File: src/rtl/owbm_pkg.sv
// owbm_pkg: shared types and constants of the one-wire bus master
// no dependencies; imported by every module of the block

package owbm_pkg;

    // command codes on the request channel
    localparam logic [2:0] CMD_TICK   = 3'd0;
    localparam logic [2:0] CMD_RESET  = 3'd1;
    localparam logic [2:0] CMD_WBIT   = 3'd2;
    localparam logic [2:0] CMD_RBIT   = 3'd3;
    localparam logic [2:0] CMD_WBYTE  = 3'd4;
    localparam logic [2:0] CMD_RBYTE  = 3'd5;
    localparam logic [2:0] CMD_SELECT = 3'd6;

    // configuration register indexes
    localparam logic [2:0] CFG_RESET_LOW     = 3'd0;
    localparam logic [2:0] CFG_RESET_RELEASE = 3'd1;
    localparam logic [2:0] CFG_WAIT_LIMIT    = 3'd2;
    localparam logic [2:0] CFG_WRITE_ONE     = 3'd3;
    localparam logic [2:0] CFG_WRITE_ZERO    = 3'd4;
    localparam logic [2:0] CFG_READ_LOW      = 3'd5;
    localparam logic [2:0] CFG_READ_SAMPLE   = 3'd6;
    localparam logic [2:0] CFG_SLOT          = 3'd7;

    // match rom command byte sent ahead of the address
    localparam logic [7:0] MATCH_ROM = 8'h55;

    // depth of the queue between front and back
    localparam int QUEUE_DEPTH = 2;

    typedef struct packed {
        logic [9:0] reset_low_time;
        logic [9:0] reset_release_time;
        logic [7:0] wait_high_limit;
        logic [6:0] write_one_low_time;
        logic [6:0] write_zero_low_time;
        logic [6:0] read_low_time;
        logic [6:0] read_sample_delay;
        logic [6:0] slot_time;
    } t_cfg;

    // one classified microsecond request, address carried at a fixed 64-bit width
    typedef struct packed {
        logic        is_cmd;
        logic [2:0]  op;
        logic [7:0]  data_byte;
        logic [63:0] rom_address;
        logic        line_level;
    } t_item;

endpackage

File: src/rtl/owbm_front.sv
// owbm_front: input register stage that takes requests and classifies them
// depends on owbm_pkg

module owbm_front (
    input  logic               i_clk,
    input  logic               i_rst_n,
    input  logic               i_valid,
    output logic               o_ready,
    input  logic [2:0]         i_cmd,
    input  logic [7:0]         i_data_byte,
    input  logic [63:0]        i_rom_address,
    input  logic               i_line_level,
    output logic               o_push,
    output owbm_pkg::t_item    o_item,
    input  logic               i_q_full
);
    import owbm_pkg::*;

    logic  r_valid;
    t_item r_item;
    t_item n_item;
    logic  w_take;

    assign o_push  = r_valid && !i_q_full;
    assign o_ready = !r_valid || !i_q_full;
    assign w_take  = i_valid && o_ready;
    assign o_item  = r_item;

    // commands one to six start a sequence, anything else is a plain tick
    always_comb begin
        n_item.is_cmd      = (i_cmd >= CMD_RESET) && (i_cmd <= CMD_SELECT);
        n_item.op          = i_cmd;
        n_item.data_byte   = i_data_byte;
        n_item.rom_address = i_rom_address;
        n_item.line_level  = i_line_level;
    end

    always_ff @(posedge i_clk) begin
        if (!i_rst_n) begin
            r_valid <= 1'b0;
        end else if (w_take) begin
            r_valid <= 1'b1;
        end else if (o_push) begin
            r_valid <= 1'b0;
        end
    end

    always_ff @(posedge i_clk) begin
        if (w_take) begin
            r_item <= n_item;
        end
    end

endmodule

File: src/rtl/owbm_queue.sv
// owbm_queue: short first-in first-out queue between front and back
// depends on owbm_pkg

module owbm_queue (
    input  logic            i_clk,
    input  logic            i_rst_n,
    input  logic            i_push,
    input  owbm_pkg::t_item i_item,
    output logic            o_full,
    input  logic            i_pop,
    output logic            o_valid,
    output owbm_pkg::t_item o_item
);
    import owbm_pkg::*;

    localparam int PtrW = (QUEUE_DEPTH > 1) ? $clog2(QUEUE_DEPTH) : 1;
    localparam int CntW = $clog2(QUEUE_DEPTH + 1);

    t_item           r_mem [QUEUE_DEPTH];
    logic [PtrW-1:0] r_wptr;
    logic [PtrW-1:0] r_rptr;
    logic [CntW-1:0] r_count;
    logic            w_push;
    logic            w_pop;

    assign o_full  = (r_count == CntW'(QUEUE_DEPTH));
    assign o_valid = (r_count != '0);
    assign o_item  = r_mem[r_rptr];
    assign w_push  = i_push && !o_full;
    assign w_pop   = i_pop && o_valid;

    function automatic logic [PtrW-1:0] ptr_next(input logic [PtrW-1:0] p);
        ptr_next = (p == PtrW'(QUEUE_DEPTH - 1)) ? '0 : p + 1'b1;
    endfunction

    always_ff @(posedge i_clk) begin
        if (!i_rst_n) begin
            r_wptr  <= '0;
            r_rptr  <= '0;
            r_count <= '0;
        end else begin
            if (w_push) begin
                r_wptr <= ptr_next(r_wptr);
            end
            if (w_pop) begin
                r_rptr <= ptr_next(r_rptr);
            end
            if (w_push && !w_pop) begin
                r_count <= r_count + 1'b1;
            end else if (w_pop && !w_push) begin
                r_count <= r_count - 1'b1;
            end
        end
    end

    always_ff @(posedge i_clk) begin
        if (w_push) begin
            r_mem[r_wptr] <= i_item;
        end
    end

endmodule

File: src/rtl/owbm_engine.sv
// owbm_engine: bus sequencer that runs one microsecond per request and
// holds the result register; depends on owbm_pkg

module owbm_engine #(
    parameter int ADDRESS_BYTES = 8
) (
    input  logic            i_clk,
    input  logic            i_rst_n,
    input  owbm_pkg::t_cfg  i_cfg,
    input  logic            i_q_valid,
    input  owbm_pkg::t_item i_item,
    output logic            o_pop,
    output logic            o_valid,
    input  logic            i_ready,
    output logic            o_drive_low,
    output logic            o_busy_res,
    output logic            o_done_res,
    output logic [7:0]      o_read_result,
    output logic            o_timed_out,
    output logic            o_rejected
);
    import owbm_pkg::*;

    localparam int AddrW = 8 * ADDRESS_BYTES;

    localparam logic [2:0] PH_IDLE     = 3'd0;
    localparam logic [2:0] PH_RST_WAIT = 3'd1;
    localparam logic [2:0] PH_RST_LOW  = 3'd2;
    localparam logic [2:0] PH_RST_REL  = 3'd3;
    localparam logic [2:0] PH_SLOT     = 3'd4;

    logic [2:0]       r_phase,  n_phase;
    logic [2:0]       r_op,     n_op;
    logic [9:0]       r_mc,     n_mc;
    logic [7:0]       r_retry,  n_retry;
    logic [2:0]       r_bit,    n_bit;
    logic [3:0]       r_byte,   n_byte;
    logic [7:0]       r_shift,  n_shift;
    logic [AddrW-1:0] r_addr,   n_addr;
    logic [7:0]       r_rhold,  n_rhold;

    logic             w_fire;
    logic             w_drv, w_done, w_tmo, w_rej;
    logic             w_reads, w_last;
    logic [6:0]       w_low;
    logic [7:0]       w_target;

    logic             r_out_valid;
    logic             r_drv, r_busy, r_done, r_tmo, r_rej;

    assign w_fire = i_q_valid && (!r_out_valid || i_ready);
    assign o_pop  = w_fire;

    always_comb begin
        n_phase = r_phase;
        n_op    = r_op;
        n_mc    = r_mc;
        n_retry = r_retry;
        n_bit   = r_bit;
        n_byte  = r_byte;
        n_shift = r_shift;
        n_addr  = r_addr;
        n_rhold = r_rhold;
        w_drv   = 1'b0;
        w_done  = 1'b0;
        w_tmo   = 1'b0;
        w_rej   = 1'b0;
        w_reads = 1'b0;
        w_last  = 1'b0;
        w_low   = '0;
        w_target = {1'b0, i_cfg.read_low_time} + {1'b0, i_cfg.read_sample_delay};

        // command start, the same request is the first microsecond
        if (i_item.is_cmd) begin
            if (r_phase != PH_IDLE) begin
                w_rej = 1'b1;
            end else begin
                n_op    = i_item.op;
                n_mc    = '0;
                n_retry = '0;
                n_bit   = '0;
                n_byte  = '0;
                if (i_item.op == CMD_RESET) begin
                    n_phase = PH_RST_WAIT;
                end else begin
                    n_phase = PH_SLOT;
                    priority if (i_item.op == CMD_WBIT) begin
                        n_shift = {7'b0, i_item.data_byte[0]};
                    end else if (i_item.op == CMD_WBYTE) begin
                        n_shift = i_item.data_byte;
                    end else if (i_item.op == CMD_SELECT) begin
                        n_shift = MATCH_ROM;
                        n_addr  = i_item.rom_address[AddrW-1:0];
                    end else begin
                        n_shift = '0;
                    end
                end
            end
        end

        w_reads = (n_op == CMD_RBIT) || (n_op == CMD_RBYTE);

        unique case (n_phase)
            PH_IDLE: begin
            end
            PH_RST_WAIT: begin
                // bus checked at the end of every 2 us
                if (n_mc >= 10'd1) begin
                    n_mc    = '0;
                    n_retry = n_retry + 1'b1;
                    if (i_item.line_level && (n_retry < i_cfg.wait_high_limit)) begin
                        n_phase = PH_RST_LOW;
                    end else if (n_retry >= i_cfg.wait_high_limit) begin
                        n_phase = PH_IDLE;
                        w_done  = 1'b1;
                        w_tmo   = 1'b1;
                    end
                end else begin
                    n_mc = n_mc + 1'b1;
                end
            end
            PH_RST_LOW: begin
                w_drv = 1'b1;
                if ((11'(n_mc) + 11'd1) >= 11'(i_cfg.reset_low_time)) begin
                    n_mc    = '0;
                    n_phase = PH_RST_REL;
                end else begin
                    n_mc = n_mc + 1'b1;
                end
            end
            PH_RST_REL: begin
                if ((11'(n_mc) + 11'd1) >= 11'(i_cfg.reset_release_time)) begin
                    n_mc    = '0;
                    n_phase = PH_IDLE;
                    w_done  = 1'b1;
                end else begin
                    n_mc = n_mc + 1'b1;
                end
            end
            PH_SLOT: begin
                w_last = (11'(n_mc) + 11'd1) >= 11'(i_cfg.slot_time);
                w_low  = w_reads ? i_cfg.read_low_time :
                         (n_shift[0] ? i_cfg.write_one_low_time : i_cfg.write_zero_low_time);
                w_drv  = n_mc < 10'(w_low);
                // sample point, pulled in to the last microsecond when late
                if (w_reads && ((n_mc == 10'(w_target)) ||
                                (w_last && (10'(w_target) > n_mc)))) begin
                    n_shift = {i_item.line_level, n_shift[7:1]};
                end
                if (w_last) begin
                    n_mc = '0;
                    if (!w_reads) begin
                        n_shift = n_shift >> 1;
                    end
                    if ((n_op == CMD_WBIT) || (n_op == CMD_RBIT)) begin
                        if (n_op == CMD_RBIT) begin
                            n_rhold = {7'b0, n_shift[7]};
                        end
                        n_phase = PH_IDLE;
                        w_done  = 1'b1;
                    end else begin
                        n_bit = n_bit + 1'b1;
                        if (n_bit == 3'd0) begin
                            n_byte = n_byte + 1'b1;
                            if ((n_op == CMD_SELECT) && (n_byte >= 4'd1) &&
                                (n_byte <= 4'(ADDRESS_BYTES))) begin
                                // next address byte, low byte first
                                n_shift = n_addr[7:0];
                                n_addr  = n_addr >> 8;
                            end else begin
                                if (n_op == CMD_RBYTE) begin
                                    n_rhold = n_shift;
                                end
                                n_phase = PH_IDLE;
                                w_done  = 1'b1;
                            end
                        end
                    end
                end else begin
                    n_mc = n_mc + 1'b1;
                end
            end
            default: begin
                n_phase = PH_IDLE;
            end
        endcase
    end

    always_ff @(posedge i_clk) begin
        if (!i_rst_n) begin
            r_phase     <= PH_IDLE;
            r_op        <= CMD_TICK;
            r_mc        <= '0;
            r_retry     <= '0;
            r_bit       <= '0;
            r_byte      <= '0;
            r_shift     <= '0;
            r_addr      <= '0;
            r_rhold     <= '0;
            r_out_valid <= 1'b0;
        end else begin
            if (w_fire) begin
                r_phase <= n_phase;
                r_op    <= n_op;
                r_mc    <= n_mc;
                r_retry <= n_retry;
                r_bit   <= n_bit;
                r_byte  <= n_byte;
                r_shift <= n_shift;
                r_addr  <= n_addr;
                r_rhold <= n_rhold;
            end
            if (w_fire) begin
                r_out_valid <= 1'b1;
            end else if (i_ready) begin
                r_out_valid <= 1'b0;
            end
        end
    end

    always_ff @(posedge i_clk) begin
        if (w_fire) begin
            r_drv  <= w_drv;
            r_busy <= (n_phase != PH_IDLE);
            r_done <= w_done;
            r_tmo  <= w_tmo;
            r_rej  <= w_rej;
        end
    end

    assign o_valid       = r_out_valid;
    assign o_drive_low   = r_drv;
    assign o_busy_res    = r_busy;
    assign o_done_res    = r_done;
    assign o_read_result = r_rhold;
    assign o_timed_out   = r_tmo;
    assign o_rejected    = r_rej;

endmodule

File: src/rtl/one_wire_bus_master_top.sv
// one_wire_bus_master_top: top level of the one-wire bus master
// depends on owbm_pkg, owbm_front, owbm_queue and owbm_engine

// Every request on the input channel is one microsecond of bus time: a
// plain tick or one of the commands reset, write bit, read bit, write byte,
// read byte and select. Each request yields exactly one result that tells
// whether the master pulls the bus low in that microsecond, whether a
// sequence is still running, whether one just finished (with timeout flag
// for a reset that never saw the bus high), the last bit or byte read, and
// whether a command was refused because the master was busy. The block
// sustains one request per clock while the receiver takes results; an
// accepted request lands in the front register, moves into the queue and
// passes the combinational sequencer step into the result register.
// A stalled receiver fills the result register, the two queue entries and
// the front register before the request channel stalls. The user writes
// timing registers on the configuration port only while the block is idle;
// the block does not enforce it. They take effect for the next request.

module one_wire_bus_master_top #(
    parameter int ADDRESS_BYTES = 8
) (
    input  logic                       i_clk,
    input  logic                       i_rst_n,
    // request channel
    input  logic                       i_valid,
    output logic                       o_ready,
    input  logic [2:0]                 i_cmd,
    input  logic [7:0]                 i_data_byte,
    input  logic [8*ADDRESS_BYTES-1:0] i_rom_address,
    input  logic                       i_line_level,
    // result channel
    output logic                       o_valid,
    input  logic                       i_ready,
    output logic                       o_drive_low,
    output logic                       o_busy_res,
    output logic                       o_done_res,
    output logic [7:0]                 o_read_result,
    output logic                       o_timed_out,
    output logic                       o_rejected,
    // configuration write channel
    input  logic                       i_cfg_valid,
    output logic                       o_cfg_ready,
    input  logic [2:0]                 i_cfg_index,
    input  logic [9:0]                 i_cfg_data
);
    import owbm_pkg::*;

    t_cfg        r_cfg;
    t_item       w_front_item;
    t_item       w_q_item;
    logic        w_push;
    logic        w_q_full;
    logic        w_q_valid;
    logic        w_pop;
    logic [63:0] w_addr;

    // address widened to the fixed width carried through the queue
    assign w_addr = 64'(i_rom_address);

    // configuration port always ready, one register per write
    assign o_cfg_ready = 1'b1;

    always_ff @(posedge i_clk) begin
        if (!i_rst_n) begin
            r_cfg.reset_low_time      <= 10'd480;
            r_cfg.reset_release_time  <= 10'd300;
            r_cfg.wait_high_limit     <= 8'd100;
            r_cfg.write_one_low_time  <= 7'd10;
            r_cfg.write_zero_low_time <= 7'd55;
            r_cfg.read_low_time       <= 7'd3;
            r_cfg.read_sample_delay   <= 7'd10;
            r_cfg.slot_time           <= 7'd60;
        end else if (i_cfg_valid) begin
            unique case (i_cfg_index)
                CFG_RESET_LOW:     r_cfg.reset_low_time      <= i_cfg_data;
                CFG_RESET_RELEASE: r_cfg.reset_release_time  <= i_cfg_data;
                CFG_WAIT_LIMIT:    r_cfg.wait_high_limit     <= i_cfg_data[7:0];
                CFG_WRITE_ONE:     r_cfg.write_one_low_time  <= i_cfg_data[6:0];
                CFG_WRITE_ZERO:    r_cfg.write_zero_low_time <= i_cfg_data[6:0];
                CFG_READ_LOW:      r_cfg.read_low_time       <= i_cfg_data[6:0];
                CFG_READ_SAMPLE:   r_cfg.read_sample_delay   <= i_cfg_data[6:0];
                CFG_SLOT:          r_cfg.slot_time           <= i_cfg_data[6:0];
                default: begin
                end
            endcase
        end
    end

    // front: takes requests and marks the ones that start a sequence
    owbm_front u_front (
        .i_clk         (i_clk),
        .i_rst_n       (i_rst_n),
        .i_valid       (i_valid),
        .o_ready       (o_ready),
        .i_cmd         (i_cmd),
        .i_data_byte   (i_data_byte),
        .i_rom_address (w_addr),
        .i_line_level  (i_line_level),
        .o_push        (w_push),
        .o_item        (w_front_item),
        .i_q_full      (w_q_full)
    );

    // short queue so that front and back stall independently
    owbm_queue u_queue (
        .i_clk   (i_clk),
        .i_rst_n (i_rst_n),
        .i_push  (w_push),
        .i_item  (w_front_item),
        .o_full  (w_q_full),
        .i_pop   (w_pop),
        .o_valid (w_q_valid),
        .o_item  (w_q_item)
    );

    // back: sequencer plus result register
    owbm_engine #(
        .ADDRESS_BYTES (ADDRESS_BYTES)
    ) u_engine (
        .i_clk         (i_clk),
        .i_rst_n       (i_rst_n),
        .i_cfg         (r_cfg),
        .i_q_valid     (w_q_valid),
        .i_item        (w_q_item),
        .o_pop         (w_pop),
        .o_valid       (o_valid),
        .i_ready       (i_ready),
        .o_drive_low   (o_drive_low),
        .o_busy_res    (o_busy_res),
        .o_done_res    (o_done_res),
        .o_read_result (o_read_result),
        .o_timed_out   (o_timed_out),
        .o_rejected    (o_rejected)
    );

endmodule

File: config.mk
export PLATFORM = sky130hd
export DESIGN_NAME = one_wire_bus_master_top
export DESIGN_NICKNAME = d
export VERILOG_FILES = /design/src/rtl/owbm_pkg.sv /design/src/rtl/owbm_front.sv /design/src/rtl/owbm_queue.sv /design/src/rtl/owbm_engine.sv /design/src/rtl/one_wire_bus_master_top.sv
export SDC_FILE = /design/constraint.sdc
export NUM_CORES = 1
export LEC_CHECK = 0
export BUFFER_PORTS_ARGS = -buffer_cell sky130_fd_sc_hd__buf_2
export CORE_ASPECT_RATIO = 0.6
export CORE_UTILIZATION = 40
export CTS_CLUSTER_DIAMETER = 100
export DETAILED_ROUTE_END_ITERATION = 10
export GPL_TIMING_DRIVEN = 0
export HOLD_SLACK_MARGIN = 0.02
export PLACE_DENSITY = 0.57
export SYNTH_ARGS = -nofsm -noshare
export SYNTH_HDL_FRONTEND = slang
export SYNTH_SLANG_ARGS = --single-unit
File: constraint.sdc
create_clock -name i_clk -period 6.6 [get_ports i_clk]
set_clock_uncertainty 0.1 [all_clocks]
set_input_delay 0.66 -clock i_clk [delete_from_list [all_inputs] [get_ports i_clk]]
set_output_delay 0.66 -clock i_clk [all_outputs]
set_load 0.01 [all_outputs]
==> flow_summary.yaml <==
status:
  status: "finished clean"
die:
  io-pin-count: 110
  dieHeight_um: 170
  dieArea_um2: 47700
  start_util_pct: 41.2
  rows: 60
  core_um2: 45500
  die_x_um: 281
cts:
  cts_num_sinks: 417
  clk_pin_slew_ps: 70
  clock_latency_ps: 570
  clock_path_buffers: 3
  cts_hold_buf: 0
  cts.htree.levels: 2
  cts_root_buf: "clkbuf_16"
  cts_tree: "built"
  numCtsBuffers: 42
worst_setup_path:
  cp.required_ps: 6960
  cp_data_arrival_time_ps: 6850
  cp_common_cell: "nand2_1"
  crit_path_end_kind: "flip-flop"
  max_stage_delay_ps: 530
  cpMaxStageDelayCell: "or4_1"
  crit_chain: "buf_4 > mux2_2 > nand2_1 > buf_2 > buf_1 > nand2_1 > inv_1 > ha_1 > and4_1 > nand2_1 > xnor2_2 > ha_1 > o2111ai_1 > o31ai_1 > or4_1 > buf_2 > a211oi_4 > mux2i_1 > a21oi_1 > a211oi_1"
  crit_path_start_kind: "flip-flop"
  crit_type: "flip-flop to flip-flop"
  crit_path_max_fanout: 10
routing:
  dr_total_vias: 14631
  post_drt_via_cell_ratio: 5.50
  drt_pass1_iterations: 5
  ant_nets: 0
  drc: 0
  wl_per_cell_um: 20.0
  drt-initial-drc-count: 1454
  routed_wirelength_um: 53200
logic_synthesis:
  syn_area_um2: 18700
  synth_ff_type: "edfxtp_1"
  ys_types: 77
  synth_edf_count: 236
  syn_avg_cell_area_um2: 10.1
  synth_fp_nets: 2014
  ys_ff_latch: 417
  yosysWarnings: 0
  synthCells: 1857
  ys_async_sr_fraction_pct: 0
  seq_area_frac_synth_pct: 57.2
place:
  dp_hpwl_um: 38800
  gp_congestion: 0.931
  io_buffers: 99
timing:
  worstMarginPinSlew_ps: 1270
  period_needed_ps: 6490
  finalHoldViolCount: 0
  layout_worst_path_cycle_share_pct: 98.3
  rsz0062_at_grt: "false"
  timing.setup.tns_ps: 0
  slew_violations: 0
  whs_ps: 167
  fmaxAchievable_ghz: 0.154
  maxSlewHeadroom_pct: 13.1
  setup_viol: 0
layout:
  final_common_cell: "nor2_1"
  fillCellCount: 4247
  diodes: 0
  areaGrowthSynthToFinish_pct: 15.2
  drive_gt1_share_pct: 10.5
  final_cell_mix: "316 x nor2_1, 236 x edfxtp_1, 226 x a21oi_1"
  multiInputGateArea_um2: 7400
  final_nets: 2161
  layout.area.seq_um2: 10700
power_and_ir_drop:
  vdd_ir_drop_max_mv: 0.250
  p_leak_uw: 0.00808
  power_density_nw_per_um2: 407
global_routing:
  grt_max_degree: 70
  overflow: 0
  grt_pass1_wl_um: 79100
  grt_pass1_vias: 13409
  antenna_found_initial: 1
  track_usage_pct: 21.8
worst_hold_path:
  hp-class: "primary input to flip-flop"
job:
  drv_cap: 0
==> sequential cells by signal, summed over array words and instances, names as in the netlist, 2 cells and up, named ones only <==
signal / cells
u_queue.r_mem: 154
u_front.o_item: 77
u_engine.r_addr: 64
r_cfg: 63
u_engine.r_mc: 10
u_engine.o_read_result: 8
u_engine.r_retry: 8
u_engine.r_shift: 8
u_engine.r_byte: 4
u_engine.r_bit: 3
u_engine.r_op: 3
u_engine.r_phase: 3
u_queue.r_count: 2
==> cells by family (layout without fill, tap and decap cells) <==
| family | count (synthesis) | after routing | synth area share, % |
|---|---|---|---|
| flops | 417 | 417 | 57.2 |
| fa+ha+maj | 64 | 64 | 4.30 |
| compound gates | 454 | 454 | 14.1 |
| mux | 96 | 96 | 5.25 |
| xor+xnor | 24 | 24 | 1.12 |
| other cells | 1 | 1 | 0.0200 |
| buf+inv | 168 | 349 | 3.52 |
| simple gates | 633 | 633 | 14.5 |
==> synth_stat cells, drive strengths merged, types with 3 or more instances <==
library cell	number	area [um^2]
nor2	318	1200
edfxtp	236	7090
a21oi	227	1150
dfxtp	181	3620
nand2	177	664
o21ai	113	566
mux2i	91	927
clkbuf	83	319
ha	62	776
inv	58	218
nand3	35	175
nor3	29	160
buf	27	123
o211ai	20	150
nand2b	17	114
a211oi	14	118
xnor2	14	123
xor2	10	87.6
a22oi	9	67.6
and2	9	56.3
nor2b	9	56.3
a22o	8	70.1
and3	8	50.1
nand4	7	43.8
or3	7	43.8
o21a	6	45.0
a21o	5	37.5
a31oi	5	31.3
a32oi	5	43.8
mux2	5	56.3
o221ai	5	43.8
a211o	4	35.0
nor4	4	46.3
o22ai	4	25.0
a2111oi	3	26.3
and4	3	26.3
o21bai	3	22.5
o32ai	3	26.3
==> path summary, 6_finish.rpt <==
check | startpoint | end | slack, ps | depth (start not counted)
setup / recovery | flip-flop | u_engine.o_read_result[0] | 110 | 20
setup reg to reg | flip-flop | u_engine.o_read_result[0] | 110 | 20
hold / removal | i_rom_address[27] | u_front.o_item[28] | 170 | 1
hold reg to reg | u_front.o_item[9] | u_queue.r_mem[1][9] | 340 | 0
==> critical path, delay by kind of cell (launching register included) <==
family | cells | cell delay (ps)
xor gates and xnor gates | 1 | 370
muxes | 2 | 860
buffers and inverters | 5 | 1550
and+or+nand+nor | 5 | 1280
AOI/OAI and AO/OA | 5 | 1190
adders and majority gates | 2 | 710
DFF | 1 | 310
==> repair_timing <==
| item | in CTS | in global routing |
|---|---|---|
| setup buffers | 0 | 0 |
| endpoints found under the hold margin | 0 | 0 |
| endpoints found under the setup margin | 0 | 65 |
| resized for setup | 0 | 3 |
==> per-stage QoR <==
step | total power (uW) | area (um^2) | setup slack (ps) | utilization, % | std cells
after floorplan | 5250 | 18700 | 1840 | - | 1857
after global placement | 6150 | 20000 | 196 | 44.0 | 2576
after detailed placement | 6210 | 20100 | 176 | 44.2 | 2580
after CTS | 8740 | 21600 | 146 | 47.4 | 2658
after global routing | 9210 | 21600 | 2.83 | 47.4 | 2658
final | 8780 | 21600 | 112 | 47.4 | 2658
==> per-layer routing <==
| metal | GRT usage (%) | up-vias | share of wire (%) |
|---|---|---|---|
| li1 | - | 6897 | - |
| met1 | 36.0 | 7094 | 52 |
| met2 | 27.8 | 580 | 37 |
| met3 | 5.41 | 60 | 9.4 |
| met4 | 3.99 | 0 | 1.3 |
| met5 | 0 | - | 0 |
==> power by group <==
part           internal (uW)  switching (uW)  total (uW)  leakage, uW
clock network           1460            1060        2530     0.000713
registers               3150             209        3360      0.00369
logic                    900            1990        2890      0.00367
==> final cells by class <==
type / count / share of cell area (%)
repair buffers: 103 / 2.74
well taps: 620 / 3.59
flip-flops and latches: 417 / 49.6
clock inverters: 16 / 1.02
multi-input cells: 1272 / 34.3
inverters: 58 / 1.01
clock buffers: 62 / 5.70
plain buffers: 110 / 2.05
Note: power is estimated with default switching activity, not from simulation.
